### src/rtl/core/logic_formula_lexer_top_macros.svh
// Assertion macros shared by the lexer RTL.
`ifndef LOGIC_FORMULA_LEXER_TOP_MACROS_SVH
`define LOGIC_FORMULA_LEXER_TOP_MACROS_SVH

// Same-cycle implication, checked on every clock edge outside reset.
`define LFL_ASSERT_SAME(label, ante, cons, msg) \
  label: assert property (@(posedge clk) disable iff (!rst_n) (ante) |-> (cons)) \
    else $error(msg);

// Next-cycle implication, checked on every clock edge outside reset.
`define LFL_ASSERT_NEXT(label, ante, cons, msg) \
  label: assert property (@(posedge clk) disable iff (!rst_n) (ante) |=> (cons)) \
    else $error(msg);

`endif

### src/rtl/core/lfl_pkg.sv
// Shared types, codes and character classes of the formula lexer.
package lfl_pkg;

  typedef logic [3:0] kind_t;
  typedef logic [7:0] byte_t;
  typedef logic [1:0] mode_t;

  // Number of entries in the result queue of the lexer.
  localparam int QDEPTH = 4;

  localparam kind_t KIND_IDENT   = 4'd0;
  localparam kind_t KIND_NUMBER  = 4'd1;
  localparam kind_t KIND_LBRACK  = 4'd2;
  localparam kind_t KIND_RBRACK  = 4'd3;
  localparam kind_t KIND_LPAREN  = 4'd4;
  localparam kind_t KIND_RPAREN  = 4'd5;
  localparam kind_t KIND_COMMA   = 4'd6;
  localparam kind_t KIND_COLON   = 4'd7;
  localparam kind_t KIND_AT      = 4'd8;
  localparam kind_t KIND_NEWLINE = 4'd9;
  localparam kind_t KIND_UNKNOWN = 4'd10;

  localparam mode_t MODE_IDLE    = 2'd0;
  localparam mode_t MODE_IDENT   = 2'd1;
  localparam mode_t MODE_NUMBER  = 2'd2;
  localparam mode_t MODE_COMMENT = 2'd3;

  localparam byte_t CH_LBRACK  = 8'h5B;
  localparam byte_t CH_RBRACK  = 8'h5D;
  localparam byte_t CH_LPAREN  = 8'h28;
  localparam byte_t CH_RPAREN  = 8'h29;
  localparam byte_t CH_COMMA   = 8'h2C;
  localparam byte_t CH_COLON   = 8'h3A;
  localparam byte_t CH_AT      = 8'h40;
  localparam byte_t CH_HASH    = 8'h23;
  localparam byte_t CH_NEWLINE = 8'h0A;
  localparam byte_t CH_USCORE  = 8'h5F;
  localparam byte_t CH_SPACE   = 8'h20;
  localparam byte_t CH_TAB     = 8'h09;
  localparam byte_t CH_CR      = 8'h0D;

  typedef struct packed {
    kind_t kind;
    byte_t char_byte;
    logic  token_first;
    logic  token_last;
    logic  step_last;
  } lfl_res_t;

  function automatic logic is_alpha_us(byte_t c);
    return (c >= 8'h41 && c <= 8'h5A) || (c >= 8'h61 && c <= 8'h7A) || c == CH_USCORE;
  endfunction

  function automatic logic is_digit(byte_t c);
    return c >= 8'h30 && c <= 8'h39;
  endfunction

  function automatic logic is_blank(byte_t c);
    return c == CH_SPACE || c == CH_TAB || c == CH_CR;
  endfunction

  // Kind of a byte that is not part of a word; blanks and '#' never reach the output.
  function automatic kind_t single_kind(byte_t c);
    kind_t k;
    unique case (c)
      CH_LBRACK:  k = KIND_LBRACK;
      CH_RBRACK:  k = KIND_RBRACK;
      CH_LPAREN:  k = KIND_LPAREN;
      CH_RPAREN:  k = KIND_RPAREN;
      CH_COMMA:   k = KIND_COMMA;
      CH_COLON:   k = KIND_COLON;
      CH_AT:      k = KIND_AT;
      CH_NEWLINE: k = KIND_NEWLINE;
      default:    k = KIND_UNKNOWN;
    endcase
    return k;
  endfunction

endpackage

### src/rtl/core/lfl_stream_if.sv
// Valid/ready channel interfaces for the lexer input bytes and output results.
interface lfl_in_if;
  import lfl_pkg::*;
  logic  valid;
  logic  ready;
  byte_t ch;
  logic  end_of_input;

  modport source (output valid, output ch, output end_of_input, input ready);
  modport sink   (input valid, input ch, input end_of_input, output ready);
endinterface

interface lfl_out_if;
  import lfl_pkg::*;
  logic  valid;
  logic  ready;
  kind_t kind;
  byte_t char_byte;
  logic  token_first;
  logic  token_last;
  logic  step_last;

  modport source (output valid, output kind, output char_byte, output token_first,
                  output token_last, output step_last, input ready);
  modport sink   (input valid, input kind, input char_byte, input token_first,
                  input token_last, input step_last, output ready);
endinterface

### src/rtl/core/logic_formula_lexer_top.sv
// Byte-serial tokenizer for a small logic-formula language, one byte per request.
//
// Usage: in_chan carries one text byte per request (ch) plus end_of_input, which
// flushes a pending word character and closes an open comment. out_chan carries
// one token character per request with its kind, first/last-of-token marks and
// step_last, which flags the final result caused by one input request.
// An input request gives zero, one or two results. Word characters are held back
// one byte, because only the following byte shows whether the word has ended.
// Results of an input request are computed in the accepting cycle and enter a
// four-entry result queue, whose head is offered on out_chan. Input takes one
// request per cycle while the queue holds at most two results; output drains
// one result per cycle while the receiver is ready, so a byte that ends a word
// and starts a single-character token gives two results to drain.
// The queue head is the output register, so input keeps flowing while a result
// waits. When the receiver stalls the queue fills and in_chan.ready drops once
// more than two results are waiting. Synchronous active-low reset empties the
// queue and returns the lexer to idle with nothing pending.
`include "logic_formula_lexer_top_macros.svh"

module logic_formula_lexer_top (
  input  logic      clk,
  input  logic      rst_n,
  lfl_in_if.sink    in_chan,
  lfl_out_if.source out_chan
);
  import lfl_pkg::*;

  // Lexer state.
  mode_t mode_r, mode_nxt;
  byte_t held_r, held_nxt;
  logic  first_r, first_nxt;

  // Result queue; entry 0 is the output register.
  lfl_res_t   q_r [QDEPTH];
  lfl_res_t   q_nxt [QDEPTH];
  lfl_res_t   q_shift [QDEPTH];
  logic [2:0] cnt_r, cnt_nxt;
  logic [2:0] base;

  logic     acc, pop;
  lfl_res_t res0, res1;
  logic [1:0] nres;

  // Idle-side handling of the current byte.
  byte_t c;
  logic  c_alpha, c_digit, c_word, idle_emit;
  mode_t idle_mode;

  assign acc = in_chan.valid && in_chan.ready;
  assign pop = out_chan.valid && out_chan.ready;
  assign in_chan.ready = cnt_r <= 3'd2;

  assign c       = in_chan.ch;
  assign c_alpha = is_alpha_us(c);
  assign c_digit = is_digit(c);
  assign c_word  = c_alpha || c_digit;
  // A byte seen in idle emits itself unless it starts a word, a comment or is a blank.
  assign idle_emit = !c_word && !is_blank(c) && c != CH_HASH;

  always_comb begin
    if (c_alpha) begin
      idle_mode = MODE_IDENT;
    end else if (c_digit) begin
      idle_mode = MODE_NUMBER;
    end else if (c == CH_HASH) begin
      idle_mode = MODE_COMMENT;
    end else begin
      idle_mode = MODE_IDLE;
    end
  end

  // Next lexer state and the results of the current byte.
  always_comb begin
    kind_t wkind;
    logic  cont;
    wkind     = (mode_r == MODE_IDENT) ? KIND_IDENT : KIND_NUMBER;
    cont      = (mode_r == MODE_IDENT) ? c_word : c_digit;
    mode_nxt  = mode_r;
    held_nxt  = held_r;
    first_nxt = first_r;
    nres      = 2'd0;
    res0      = '{kind: wkind, char_byte: held_r, token_first: first_r,
                  token_last: 1'b1, step_last: 1'b0};
    res1      = '{kind: single_kind(c), char_byte: c, token_first: 1'b1,
                  token_last: 1'b1, step_last: 1'b1};

    if (in_chan.end_of_input) begin
      // Flush a held word character; a comment simply closes.
      if (mode_r == MODE_IDENT || mode_r == MODE_NUMBER) begin
        nres = 2'd1;
      end
      mode_nxt  = MODE_IDLE;
      first_nxt = 1'b0;
    end else if (mode_r == MODE_COMMENT) begin
      // Only the newline or end of input leaves a comment; the newline is still a token.
      if (c == CH_NEWLINE) begin
        mode_nxt = MODE_IDLE;
        res0     = res1;
        nres     = 2'd1;
      end
    end else if (mode_r == MODE_IDENT || mode_r == MODE_NUMBER) begin
      if (cont) begin
        res0.token_last = 1'b0;
        nres            = 2'd1;
        held_nxt        = c;
        first_nxt       = 1'b0;
      end else begin
        // The held character closes its word; the byte is then taken as in idle.
        nres      = idle_emit ? 2'd2 : 2'd1;
        mode_nxt  = idle_mode;
        first_nxt = c_word;
        if (c_word) begin
          held_nxt = c;
        end
      end
    end else begin
      mode_nxt = idle_mode;
      res0     = res1;
      nres     = idle_emit ? 2'd1 : 2'd0;
      if (c_word) begin
        held_nxt  = c;
        first_nxt = 1'b1;
      end
    end
    res0.step_last = (nres == 2'd1);
  end

  // Queue update: drop the head on a pop, then append the new results.
  assign base = cnt_r - {2'b00, pop};

  always_comb begin
    for (int i = 0; i < QDEPTH; i++) begin
      if (pop && i < QDEPTH - 1) begin
        q_shift[i] = q_r[i + 1];
      end else begin
        q_shift[i] = q_r[i];
      end
    end
    for (int i = 0; i < QDEPTH; i++) begin
      if (acc && nres != 2'd0 && 3'(i) == base) begin
        q_nxt[i] = res0;
      end else if (acc && nres == 2'd2 && 3'(i) == base + 3'd1) begin
        q_nxt[i] = res1;
      end else begin
        q_nxt[i] = q_shift[i];
      end
    end
    cnt_nxt = acc ? base + {1'b0, nres} : base;
  end

  always_ff @(posedge clk) begin
    if (!rst_n) begin
      mode_r  <= MODE_IDLE;
      held_r  <= '0;
      first_r <= 1'b0;
      cnt_r   <= '0;
    end else begin
      cnt_r <= cnt_nxt;
      if (acc) begin
        mode_r  <= mode_nxt;
        held_r  <= held_nxt;
        first_r <= first_nxt;
      end
    end
  end

  always_ff @(posedge clk) begin
    for (int i = 0; i < QDEPTH; i++) begin
      q_r[i] <= q_nxt[i];
    end
  end

  assign out_chan.valid       = cnt_r != 3'd0;
  assign out_chan.kind        = q_r[0].kind;
  assign out_chan.char_byte   = q_r[0].char_byte;
  assign out_chan.token_first = q_r[0].token_first;
  assign out_chan.token_last  = q_r[0].token_last;
  assign out_chan.step_last   = q_r[0].step_last;

  // The queue must have room for two results whenever a byte is taken.
  `LFL_ASSERT_SAME(a_room_on_accept, acc, cnt_r <= 3'd2, "byte accepted without queue room")
  // End of input always leaves the lexer idle with nothing pending.
  `LFL_ASSERT_NEXT(a_eoi_idle, acc && in_chan.end_of_input,
                   mode_r == MODE_IDLE && !first_r, "end of input did not return to idle")
  // A delivered result with no new byte shrinks the queue by exactly one.
  `LFL_ASSERT_NEXT(a_pop_count, pop && !acc, cnt_r == $past(cnt_r) - 3'd1,
                   "queue count wrong after pop")

endmodule
### src/flat_wrapper.sv
// flat-port wrapper written by rule: the top's interface ports become plain ports
module logic_formula_lexer_top_flat import lfl_pkg::*;
  (clk, rst_n, in_chan_valid, in_chan_ch, in_chan_end_of_input, in_chan_ready, out_chan_valid, out_chan_kind, out_chan_char_byte, out_chan_token_first, out_chan_token_last, out_chan_step_last, out_chan_ready);
  lfl_in_if in_chan_i ();
  lfl_out_if out_chan_i ();
  input  logic clk;
  input  logic rst_n;
  input wire logic [$bits(in_chan_i.valid)-1:0] in_chan_valid;
  input wire logic [$bits(in_chan_i.ch)-1:0] in_chan_ch;
  input wire logic [$bits(in_chan_i.end_of_input)-1:0] in_chan_end_of_input;
  output wire logic [$bits(in_chan_i.ready)-1:0] in_chan_ready;
  output wire logic [$bits(out_chan_i.valid)-1:0] out_chan_valid;
  output wire logic [$bits(out_chan_i.kind)-1:0] out_chan_kind;
  output wire logic [$bits(out_chan_i.char_byte)-1:0] out_chan_char_byte;
  output wire logic [$bits(out_chan_i.token_first)-1:0] out_chan_token_first;
  output wire logic [$bits(out_chan_i.token_last)-1:0] out_chan_token_last;
  output wire logic [$bits(out_chan_i.step_last)-1:0] out_chan_step_last;
  input wire logic [$bits(out_chan_i.ready)-1:0] out_chan_ready;
  assign in_chan_i.valid = in_chan_valid;
  assign in_chan_i.ch = in_chan_ch;
  assign in_chan_i.end_of_input = in_chan_end_of_input;
  assign in_chan_ready = in_chan_i.ready;
  assign out_chan_valid = out_chan_i.valid;
  assign out_chan_kind = out_chan_i.kind;
  assign out_chan_char_byte = out_chan_i.char_byte;
  assign out_chan_token_first = out_chan_i.token_first;
  assign out_chan_token_last = out_chan_i.token_last;
  assign out_chan_step_last = out_chan_i.step_last;
  assign out_chan_i.ready = out_chan_ready;
  logic_formula_lexer_top u_core (.clk(clk), .rst_n(rst_n), .in_chan(in_chan_i), .out_chan(out_chan_i));
endmodule
### config.mk
export PLATFORM = sky130hd
export DESIGN_NAME = logic_formula_lexer_top_flat
export DESIGN_NICKNAME = d
export VERILOG_FILES = /design/src/rtl/core/lfl_pkg.sv /design/src/rtl/core/lfl_stream_if.sv /design/src/rtl/core/logic_formula_lexer_top.sv /design/src/flat_wrapper.sv
export VERILOG_INCLUDE_DIRS = /design/src /design/src/rtl/core
export SDC_FILE = /design/constraint.sdc
export NUM_CORES = 1
export LEC_CHECK = 0
export BUFFER_PORTS_ARGS = -buffer_cell sky130_fd_sc_hd__buf_2
export CORE_ASPECT_RATIO = 1.25
export CORE_MARGIN = 1
export CORE_UTILIZATION = 35
export CTS_BUF_LIST = sky130_fd_sc_hd__clkbuf_16
export CTS_CLUSTER_DIAMETER = 30
export DETAILED_ROUTE_END_ITERATION = 6
export PLACE_DENSITY = 0.52
export SLEW_MARGIN = 5
export SYNTH_ARGS = -nofsm -noshare
export SYNTH_HDL_FRONTEND = slang
export SYNTH_SLANG_ARGS = --single-unit
### constraint.sdc
create_clock -name clk -period 4.3 [get_ports clk]
set_clock_uncertainty 0.2 [all_clocks]
set_input_delay 0.215 -clock clk [delete_from_list [all_inputs] [get_ports clk]]
set_output_delay 0.215 -clock clk [all_outputs]
set_load 0.05 [all_outputs]
==> reports/results.ini <==
[placed_design]
dp_slack_ns=0.620
io_buffers=29
gp_congestion=0.840
hpwl_um=7480

[global_route]
track_usage_pct=17.2
grt-ovfl-total=0
grt_pass1_vias=3007
grt_pass1_wl_um=16600
antenna_found_initial=0
grt_max_degree=20

[die]
start_util_pct=35.9
io_pins=30
rows=45
die_w_um=102
die_y_um=127
core_um2=12200
die_area_um2=12900

[finish]
seqCellArea_um2=2080
syn2layout_area_growth_pct=15.0
n_antenna_cell=0
fillers=1198
multi_input_area_um2=2080
fin_nets=438
drive_above_1_share_pct=17.3

[synth]
ys.warnings.count=0
syn_nets=410
syn_area_per_cell_um2=11.2
syn_area_um2=4360
async_flop_share_pct=0
synth-edff-count=60
syn_inst=390
yosys_most_used_dff=edfxtp_1
ys_seq_area_share_pct=47.7
synth.distinct_cells=53
yosys_register_bits=74

[route]
vias=3148
wire_per_inst_um=17.4
drtPass1Iterations=5
drc=0
vias_per_cell=5.36
drt_iter0_drc=118
postRouteAntennaNets=0
routed_wl_um=10200

[power]
ir_drop_mv=0.191
p_sw_mw=1.07
cellPowerDensity_nw_per_um2=592
seq_power_share_pct=36.1
p_sw_share_pct=36.2
clkPwrFrac_pct=29.5
pwr-share-comb_pct=34.4
p_total_mw=2.97
p_int_mw=1.90
p_leak_nw=2.02

[sta]
tightest_slew_ns=0.905
rsz0062_at_grt=false
setup_violations=0
setup_slack_ns=0.738
min_period_ns=3.56
hold_viol_final=0
finalSetupTns_ns=0
period_share_pct=82.8
max_freq_mhz=281
finalMaxSlewViolations=0
slew_headroom_pct=39.6

[worst_hold_path]
hold_path_depth=3
hold_path_class=primary input to flip-flop

[clock_network]
cts_root_buffer=clkbuf_16
cts_tree=built
cts_setup_buffers=0
clockBufferDepth=2
path_clk_slew_ns=0.06
cts_sinks=74
cts_buffers=9
clkLatencyLatePin_ns=0.33
h-tree-depth=3

[job]
maxCapViolations=0

[worst_setup_path]
r2r_cells=11
path_class=flip-flop to flip-flop
required_ns=4.04
cp-end-kind=flip-flop
worstPathMaxFanout=15
startpoint_type=flip-flop
crit_arrival_ns=3.30

[status]
outcome=completed

worst paths after layout:
path / start / end / slack, ns
setup / recovery: u_core.cnt_r[1]$_SDFF_PN0_ / u_core.q_r[2][12]$_DFFE_PP_ / 0.74
hold / removal: in_chan_ch[6] / u_core.held_r[6]$_SDFFE_PN0P_ / 0.13
setup reg to reg: u_core.cnt_r[1]$_SDFF_PN0_ / u_core.q_r[2][12]$_DFFE_PP_ / 0.74
hold reg to reg: u_core.held_r[7]$_SDFFE_PN0P_ / u_core.held_r[7]$_SDFFE_PN0P_ / 0.24
final cells by class:
class | count | share of cell area [%]
Clock buffer | 9 | 4.49
Clock inverter | 7 | 2.32
Inverter | 17 | 1.27
Multi-Input combinational cell | 274 | 41.5
Sequential cell | 74 | 41.5
Tap cell | 164 | 4.09
Timing Repair Buffer | 42 | 4.89
stage by stage:
stage	std cells	hold WS, ns	utilization [%]	cell area [µm²]
final	587	0.132	41.3	5020
after global routing	587	0.154	41.3	5020
after CTS	587	0.112	41.3	5020
after detailed placement	570	0.238	38.4	4670
after global placement	570	0.228	38.4	4670
after floorplan	390	0.136	-	4370
routing by layer:
| metal | global-route usage [%] | up-vias | wire length, µm | share of wire, % |
|---|---|---|---|---|
| li1 | - | 1544 | - | - |
| met4 | 5.97 | 0 | 122 | 1.2 |
| met3 | 3.64 | 12 | 339 | 3.3 |
| met5 | 0 | - | 0 | 0 |
| met1 | 23.2 | 1522 | 4880 | 48 |
| met2 | 27.1 | 70 | 4890 | 48 |
synthesized netlist by cell type (5+ instances only):
| cell | number | area [µm²] |
|---|---|---|
| dfxtp_1 | 14 | 280 |
| nand2_1 | 23 | 86.3 |
| clkbuf_1 | 10 | 37.5 |
| nor2b_1 | 6 | 37.5 |
| inv_1 | 17 | 63.8 |
| nand3_1 | 13 | 65.1 |
| a21o_1 | 5 | 37.5 |
| a22oi_1 | 5 | 37.5 |
| edfxtp_1 | 60 | 1800 |
| nand4_1 | 7 | 43.8 |
| mux2i_1 | 74 | 741 |
| o221a_2 | 7 | 78.8 |
| nor2_1 | 28 | 105 |
| a21oi_1 | 14 | 70.1 |
| nor3_1 | 6 | 30.0 |
| a31oi_1 | 5 | 31.3 |
| ha_1 | 6 | 75.1 |
| a211o_1 | 6 | 52.6 |
| buf_2 | 8 | 40.0 |
| buf_6 | 5 | 56.3 |
| a211oi_1 | 10 | 75.1 |
| nand2b_1 | 7 | 43.8 |
cells in the final DEF (no fill, tap or decap), drive strengths merged, types with 6 or more instances in the layout:
master	n
mux2i	74
edfxtp	60
buf	41
nor2	28
nand2	25
inv	18
a21oi	14
dfxtp	14
nand3	14
a211oi	10
clkbuf	9
nand4	7
nand2b	7
o221a	7
nor2b	6
nor3	6
a211o	6
ha	6
power by group through the flow:
stage	Sequential, mW	Combinational (mW)	Clock [mW]
2_1_floorplan	1.28	0.588	0
3_3_place_gp	1.08	1.01	0
3_5_place_dp	1.09	1.03	0
4_1_cts	1.07	1.03	0.893
5_1_grt	1.09	1.12	0.919
6_report	1.07	1.02	0.877
repair_timing:
item	in CTS	in global routing
hold endpoints to repair	3	0
resized for setup	0	0
hold buffers	1	0
state kept, by name, summed over array words and instances (netlist names):
name and count:
u_core.q_r 60, u_core.cnt_r 3, u_core.first_r 1, u_core.held_r 8
u_core.mode_r 2
critical path: stages, from the launching register on:
cell and delay (ns):
dfxtp_1 0.34, or3_1 0.39, nand2_1 0.14, inv_1 0.09, ha_1 0.19, ha_1 0.20
xnor2_1 0.25, ha_1 0.28, nand2_1 0.29, nor4_4 0.06, a21oi_1 0.28, nand2_1 0.45
cells by family after synthesis:
family | count (synthesis) | share of synthesized area [%]
XOR/XNOR | 4 | 0.803
multiplexers | 76 | 17.5
AO/OA/AOI/OAI | 74 | 12.6
AND/OR/NAND/NOR | 113 | 14.4
adder cells (fa/ha/maj) | 7 | 2.18
buffers and inverters | 42 | 4.79
flip-flops | 74 | 47.7
No activity file was read; power rests on OpenSTA's default activity.
